`config.mk`:
```
export PLATFORM = sky130hd
export DESIGN_NAME = fmp_div
export DESIGN_NICKNAME = d
export VERILOG_FILES = /design/src/design/fmp_pkg.sv /design/src/design/fmp_div.sv
export SDC_FILE = /design/constraint.sdc
export NUM_CORES = 2
export LEC_CHECK = 0
export ABC_AREA = 0
export BUFFER_PORTS_ARGS = -buffer_cell sky130_fd_sc_hd__buf_2
export CORE_MARGIN = 2
export CORE_UTILIZATION = 51
export CTS_BUF_LIST = sky130_fd_sc_hd__clkbuf_8
export DETAILED_ROUTE_END_ITERATION = 8
export PLACE_DENSITY = 0.69
export SYNTH_ARGS = -nofsm -noshare
export SYNTH_HDL_FRONTEND = slang
export SYNTH_SLANG_ARGS = --single-unit
```
`constraint.sdc`:
```
create_clock -name clock -period 4.2 [get_ports clock]
set_input_delay 1.05 -clock clock [delete_from_list [all_inputs] [get_ports clock]]
set_output_delay 1.05 -clock clock [all_outputs]
set_load 0.1 [all_outputs]
```
`src/design/fmp_pkg.sv`:
```
// Shared types, widths, register indexes and constant tables for the Moffat profile pipeline.
package fmp_pkg;

   // Fixed-point formats
   localparam int ONE_Q16    = 65536;
   localparam int LOG_INT_W  = 8;                 // signed integer part of a log2 result
   localparam int LOG_W      = LOG_INT_W + 16;    // signed Q16 log2 result
   localparam int EXP_IN_W   = 26;                // signed Q16 exp2 argument
   localparam int EXP_OUT_W  = 38;                // unsigned Q16 exp2 result
   localparam int DIV_NUM_W  = 29;                // numerator of log / p
   localparam int DIV_DEN_W  = 15;                // width of p

   // Configuration register indexes
   localparam logic [1:0] CSR_PEAK  = 2'd0;
   localparam logic [1:0] CSR_BETA  = 2'd1;
   localparam logic [1:0] CSR_POWER = 2'd2;
   localparam logic [1:0] CSR_FLAT  = 2'd3;

   // Side data carried with a beat through the radius part of the pipe
   typedef struct packed {
      logic [15:0] mx;
      logic        mx_zero;
      logic        mn_zero;
   } side_type;

   // 2^(2^-(k+1)) in Q30
   function automatic logic [30:0] pow2_frac(input logic [3:0] k);
      logic [30:0] v;
      unique case (k)
         4'd0:  v = 31'd1518500250;
         4'd1:  v = 31'd1276901417;
         4'd2:  v = 31'd1170923762;
         4'd3:  v = 31'd1121280436;
         4'd4:  v = 31'd1097253708;
         4'd5:  v = 31'd1085434106;
         4'd6:  v = 31'd1079572136;
         4'd7:  v = 31'd1076653033;
         4'd8:  v = 31'd1075196443;
         4'd9:  v = 31'd1074468888;
         4'd10: v = 31'd1074105294;
         4'd11: v = 31'd1073923544;
         4'd12: v = 31'd1073832680;
         4'd13: v = 31'd1073787251;
         4'd14: v = 31'd1073764537;
         4'd15: v = 31'd1073753181;
         default: v = 31'd1073741824;
      endcase
      return v;
   endfunction

endpackage

```
`src/design/fmp_div.sv`:
```
// Pipelined restoring divider, one quotient bit per stage; hold the divisor steady.
module fmp_div import fmp_pkg::*; #(
   parameter int NW = DIV_NUM_W,
   parameter int DW = DIV_DEN_W,
   parameter int SW = 1
) (
   input  logic          clock,
   input  logic          reset,
   input  logic          en,
   input  logic          in_valid,
   input  logic [NW-1:0] in_num,
   input  logic [DW-1:0] in_den,
   input  logic [SW-1:0] in_side,
   output logic          out_valid,
   output logic [NW-1:0] out_quo,
   output logic [SW-1:0] out_side
);

   logic          valid_ff [0:NW-1];
   logic [NW-1:0] num_ff   [0:NW-1];
   logic [NW-1:0] quo_ff   [0:NW-1];
   logic [DW-1:0] rem_ff   [0:NW-1];
   logic [SW-1:0] side_ff  [0:NW-1];

   for (genvar s = 0; s < NW; s++) begin : g_div
      logic          src_valid;
      logic [NW-1:0] src_num;
      logic [NW-1:0] src_quo;
      logic [DW-1:0] src_rem;
      logic [SW-1:0] src_side;
      logic [DW:0]   r2;
      logic [DW:0]   diff;
      logic          ge;
      logic [NW-1:0] quo_in;

      if (s == 0) begin : g_first
         assign src_valid = in_valid;
         assign src_num   = in_num;
         assign src_quo   = '0;
         assign src_rem   = '0;
         assign src_side  = in_side;
      end else begin : g_next
         assign src_valid = valid_ff[s-1];
         assign src_num   = num_ff[s-1];
         assign src_quo   = quo_ff[s-1];
         assign src_rem   = rem_ff[s-1];
         assign src_side  = side_ff[s-1];
      end

      // Shift in the next numerator bit and try the subtraction
      assign r2   = {src_rem, src_num[NW - 1 - s]};
      assign diff = r2 - {1'b0, in_den};
      assign ge   = (r2 >= {1'b0, in_den});

      always_comb begin
         quo_in                = src_quo;
         quo_in[NW - 1 - s]    = ge;
      end

      always_ff @(posedge clock) begin
         if (reset) begin
            valid_ff[s] <= 1'b0;
         end else if (en) begin
            valid_ff[s] <= src_valid;
         end
      end

      always_ff @(posedge clock) begin
         if (en) begin
            num_ff[s]  <= src_num;
            quo_ff[s]  <= quo_in;
            rem_ff[s]  <= ge ? diff[DW-1:0] : r2[DW-1:0];
            side_ff[s] <= src_side;
         end
      end
   end

   assign out_valid = valid_ff[NW-1];
   assign out_quo   = quo_ff[NW-1];
   assign out_side  = side_ff[NW-1];

endmodule

```
---- After elaboration in Yosys (flattened, before gate mapping) ----
Memory sizes are Yosys's and may differ from the RTL's.
Cells that the tools add are included.
operators by class
  add/sub/neg operators ................... 29
  $lt $le $gt $ge ......................... 29
  mux-type cells .......................... 64
  bitwise gates (word level) .............. 29
operator list
  kind            number
  $ge 16x15->1    28
  $mux 15         29
  $sub 15x15->15  28
  $mux 1          35
  $or 1x1->1      29
  $ge 1x15->1     1
  $sub 1x15->15   1
storage, ports and cells
  flip-flop bits (word level) ............. 0
  bits in writable memories ............... 2175
  input bits .............................. 49
  output and inout port bits .............. 31
  word-level logic and storage cells ...... 156
  memories kept ........................... 5
memory list
  name      words  width  read ports  clocked after Yosys merged registers in  write ports  RTL line       source
  num_ff    29     29     28          0                                        29           fmp_div.sv:20  logic [NW-1:0] num_ff [0:NW-1];
  quo_ff    29     29     29          0                                        29           fmp_div.sv:21  logic [NW-1:0] quo_ff [0:NW-1];
  rem_ff    29     15     28          0                                        29           fmp_div.sv:22  logic [DW-1:0] rem_ff [0:NW-1];
  side_ff   29     1      29          0                                        29           fmp_div.sv:23  logic [SW-1:0] side_ff [0:NW-1];
  valid_ff  29     1      29          0                                        29           fmp_div.sv:19  logic valid_ff [0:NW-1];

---- Depth between registers and ports, before layout ----
  depth after elaboration ................. 4
  gate-level depth with buffers ........... 12
  depth with buffers taken out ............ 11

---- Worst setup path after synthesis ----
No wires, ideal clock.
  path type ............................... in2reg
  start ................................... input port in_den[9]
  end ..................................... memory rem_ff[10][11] (netlist name), data pin
  library setup time ...................... 0.260 ns
  arrival ................................. 3.721 ns
  data required time ...................... 3.940 ns
  setup slack ............................. 0.219 ns
  stages on the path ...................... 11
  buffers on the path ..................... 1
  path through ............................ inv_1 -> ha_1 -> a21o_1 -> a21o_1 -> a32o_1 -> or3_4 -> o2111ai_2 -> and2_4 -> inv_4 -> buf_12 -> mux2_4
RTL lines
  element             RTL line       source
  start: declaration  fmp_div.sv:12  input logic [DW-1:0] in_den,
  end: declaration    fmp_div.sv:22

==> summary.txt <==
Run status
  – Status: finished clean

Synthesis
  – Post-synth cell types: 83
  – XOR/XNOR Fraction of Synth Area: 0.0343
  – Simple-gate share of the synthesized area: 0.0806
  – Complex-gate fraction of the synthesized area: 0.120
  – Async SR Flop Fraction: 0
  – Synth top area cells: edfxtp_1, ha_1, mux2_2
  – Syn_nets: 5,302
  – Yosys reg bits: roughly 1,300
  – Mux share of post-synthesis cell area: 0.0436
  – Avg Cell Area, Syn: ~13 um^2
  – Synth warn: 0
  – Adder-cell share of the synthesized area: 0.0905
  – Post-synth EDFFs: between 1,000 and 1,500
  – Main synth FF type: edfxtp_1
  – Seq/Total Area, Yosys: 0.616
  – Gate Count Post-Synth: roughly 4,800
  – Cell area after synthesis: approximately 0.064 mm^2
  – Top cell type's share of synthesized area: 0.616
  – Synth area leader: edfxtp_1
  – Largest family of logic cells by synthesized area: compound AO/OA/AOI/OAI gates

Clock tree
  – Cts repair resizes: 0
  – TritonCTS Buffers: 214
  – CTS sink cnt: between 1,000 and 1,500
  – Clock Latency Late Sink: roughly 0.91 ns
  – Root Buffer: clkbuf_8
  – Max clock buf depth: 3
  – CTS tree: yes
  – Post-CTS Setup Inserts: 0
  – Post-CTS Hold Fix Bufs: 0
  – Clock transition at path regs: roughly 0.060 ns
  – H-tree levels: 4

Job
  – Max cap viols: 0

Critical path
  – Req. time, crit path: between 4 and 5 ns
  – Family with the most delay on the worst path: compound AO/OA/AOI/OAI gates
  – Worst Setup Path Type: in2reg
  – Crit-path cells: buf_2 > inv_1 > buf_12 > ha_1 > a2111oi_0 > o21ai_0 > o211ai_1 > o21ai_1 > nor3_1 > o21a_1 > buf_4 > mux2_2
  – Slowest CP cell: a2111oi_0
  – R2R cell count: 10
  – Critical path startpoint category: primary input
  – Buf+Inv Stages, Crit Path: 4
  – Worst r2r dst: rem_ff[13][10]
  – Worst R2R Start: num_ff[1][263]
  – R2R Setup Slk: approximately 1.2 ns
  – Crit. End Element: flop
  – Crit Path Max Fanout: 26
  – Crit path DAT: between 3 and 4 ns
  – Worst setup path start: in_den[9]
  – CP peak stage delay: about 0.43 ns

Layout
  – FF+latch area: 0.0396 mm^2
  – Fill count: around 10,000
  – Design area: about 0.073 mm^2
  – Area Overhead vs Synth: 13.7%
  – Fin nets: approximately 5,800
  – Footprint of the multi-input gates: 0.0238 mm^2
  – Share of post-route cells with drive strength above 1: 0.163

Floorplanning
  – Core area: about 0.13 mm^2
  – Starting Density: 0.513
  – IO Pins: 80
  – Die ar.: approximately 0.13 mm^2
  – Die height: around 360 um
  – Die width: 359 um
  – Rows: 130

Timing
  – Fmax: approximately 0.32 GHz
  – Worst-margin pin slew: 1.07 ns
  – Final setup viols: 0
  – Final period util: 0.741
  – RSZ-0062 raised after global routing: false
  – Rel. slew slack: 0.289
  – Final min period: about 3.1 ns
  – Final hold vios: 0
  – WHS: roughly 0.31 ns
  – Total negative setup slack: 0 ns
  – Final max-slew violation count: 0
  – Final Skew: between 0.04 and 0.05 ns

Min path
  – Hold depth: 1
  – HP Class: in2reg
  – Hold path start: in_num[25]
  – Hold endpoint: num_ff[0][25]

Routing
  – Final ANT Viol Nets: 0
  – Routed vias: 39,800
  – Routed WL: around 130 mm
  – DRT iter0 DRCs: ~2,800
  – # DRC: 0
  – Via-per-instance ratio: roughly 5.6
  – First-pass DRT Iterations: 6
  – WL/cell: 18.1 um

Global routing
  – Total grt overflow: 0
  – First-pass GRT wire length: 204 mm
  – Vias in the first global route: between 30,000 and 40,000
  – Initial antenna violation count: 2
  – Pin count of the biggest net entering global routing: around 110
  – Gr usage total: 0.198

Power
  – Worst VDD drop: between 0.3 and 0.4 mV
  – Sw frac: 0.349
  – Leak: roughly 0.028 uW
  – NetSw: between 15,000 and 20,000 uW
  – Clock power share: 0.190
  – Reg power frac: 0.381
  – P per Cell Area: about 730 mW/mm^2
  – Internal power: 34,600 uW
  – Comb pwr share: 0.429

Place
  – Final GP Congestion: approximately 0.9
  – Input/output buffers: between 70 and 80
  – Hpwl dp: 86.6 mm
  – Dpl cell area: 0.0693 mm^2
==> worst reg2reg max path: stages, from the launching register on <==
cell and delay, ns:
edfxtp_1 0.47, inv_1 0.07, ha_1 0.21, fa_1 0.42
nor2b_1 0.13, o21a_1 0.14, o21ai_0 0.14, a211oi_1 0.47
o32ai_2 0.26, buf_4 0.24, o31ai_1 0.24
==> state kept, by name, summed over array words and instances, names as in the netlist <==
register  count
quo_ff      435
num_ff      406
valid_ff     29
rem_ff      420
side_ff      29
==> synth_stat cells (47+ instances only) <==
cell type	count
edfxtp_1	1319
ha_1	422
o21ai_0	333
nand2_1	326
a21oi_1	288
nor2_1	242
mux2_2	197
inv_1	167
xnor2_1	149
a21o_1	109
xor2_1	103
o21a_1	95
nand3_1	86
nor2b_1	83
nor3_1	78
nand4_1	55
clkbuf_1	51
a31oi_1	49
nand2b_1	49
and2_1	47
mux2i_1	47
==> stage by stage <==
stage	instances	setup WS [ns]	util	power, uW
2_1_floorplan	4804	0.219	-	36400
3_3_place_gp	6747	0.221	0.552	42700
3_5_place_dp	6747	0.143	0.552	43200
4_1_cts	7139	1.17	0.583	53600
5_1_grt	7142	0.901	0.583	57000
6_report	7142	1.09	0.583	53200
==> cells in the final DEF, fill, tap and decap left out, types with 20 or more instances in the layout <==
cell type  synthesis  layout
o21a_1            95      95
nand3_1           86      86
buf_2             23      78
o21ai_0          333     333
mux2i_1           47      47
clkbuf_8           0     216
nor3_1            78      77
a31oi_1           49      49
nand2_1          326     326
nand4_1           55      55
buf_4              3     249
fa_1              27      27
clkinv_1           1      56
o31ai_1           44      42
clkinv_2           0      34
ha_1             422     422
o211ai_1          23      23
nor2_1           242     242
buf_12             1      46
or3_1             27      27
xnor2_1          149     149
a21o_1           109     109
mux2_2           197     197
inv_1            167     230
and2_1            47      47
a21oi_1          288     287
a211oi_1          39      39
a21boi_0          29      29
edfxtp_1        1319    1319
nor2b_1           83      83
xor2_1           103     103
nand2b_1          49      49
o31a_1            20      20
==> per-layer routing <==
layer  up-vias  global-route usage  routed length (um)
li1      19600                   -                   -
met4         0              0.0716                3860
met3       278              0.0355                5710
met5         -                   0                   0
met2       820               0.331               62100
met1     19100               0.259               57300
==> final cells by class <==
cell class              count  share of cell area
diodes                      3            0.000103
clock buffers             216              0.0406
clock inverters           176              0.0126
inverters                 169             0.00871
multi-input cells        3236               0.325
flip-flops and latches   1319               0.541
well taps                1650              0.0282
repair buffers            373              0.0435
==> power groups by stage <==
| stage | registers (uW) | logic, uW | clock network, uW |
|---|---|---|---|
| CTS | 20300 | 22800 | 10500 |
| global route | 20500 | 25500 | 11000 |
| detailed placement | 20600 | 22600 | 0 |
| finish | 20300 | 22800 | 10100 |
| global placement | 20600 | 22100 | 0 |
| floorplan | 19900 | 16600 | 0 |
==> worst max path at each step <==
stage / to / slack [ns] / cells after the start
2_1_floorplan: rem_ff[10][11] / 0.22 / 11
3_5_place_dp: rem_ff[11][17] / 0.14 / 12
5_1_grt: rem_ff[9][20] / 0.90 / 12
3_3_place_gp: rem_ff[1][19] / 0.22 / 11
4_1_cts: rem_ff[11][17] / 1.17 / 12
6_report: rem_ff[9][28] / 1.09 / 12
==> logic make-up after synthesis <==
family	count (synthesis)
mux	252
simple gates	1075
xor+xnor	252
buf+inv	249
flops	1319
compound gates	1208
fa+ha+maj	449
Note: power is estimated with default switching activity, not from simulation.
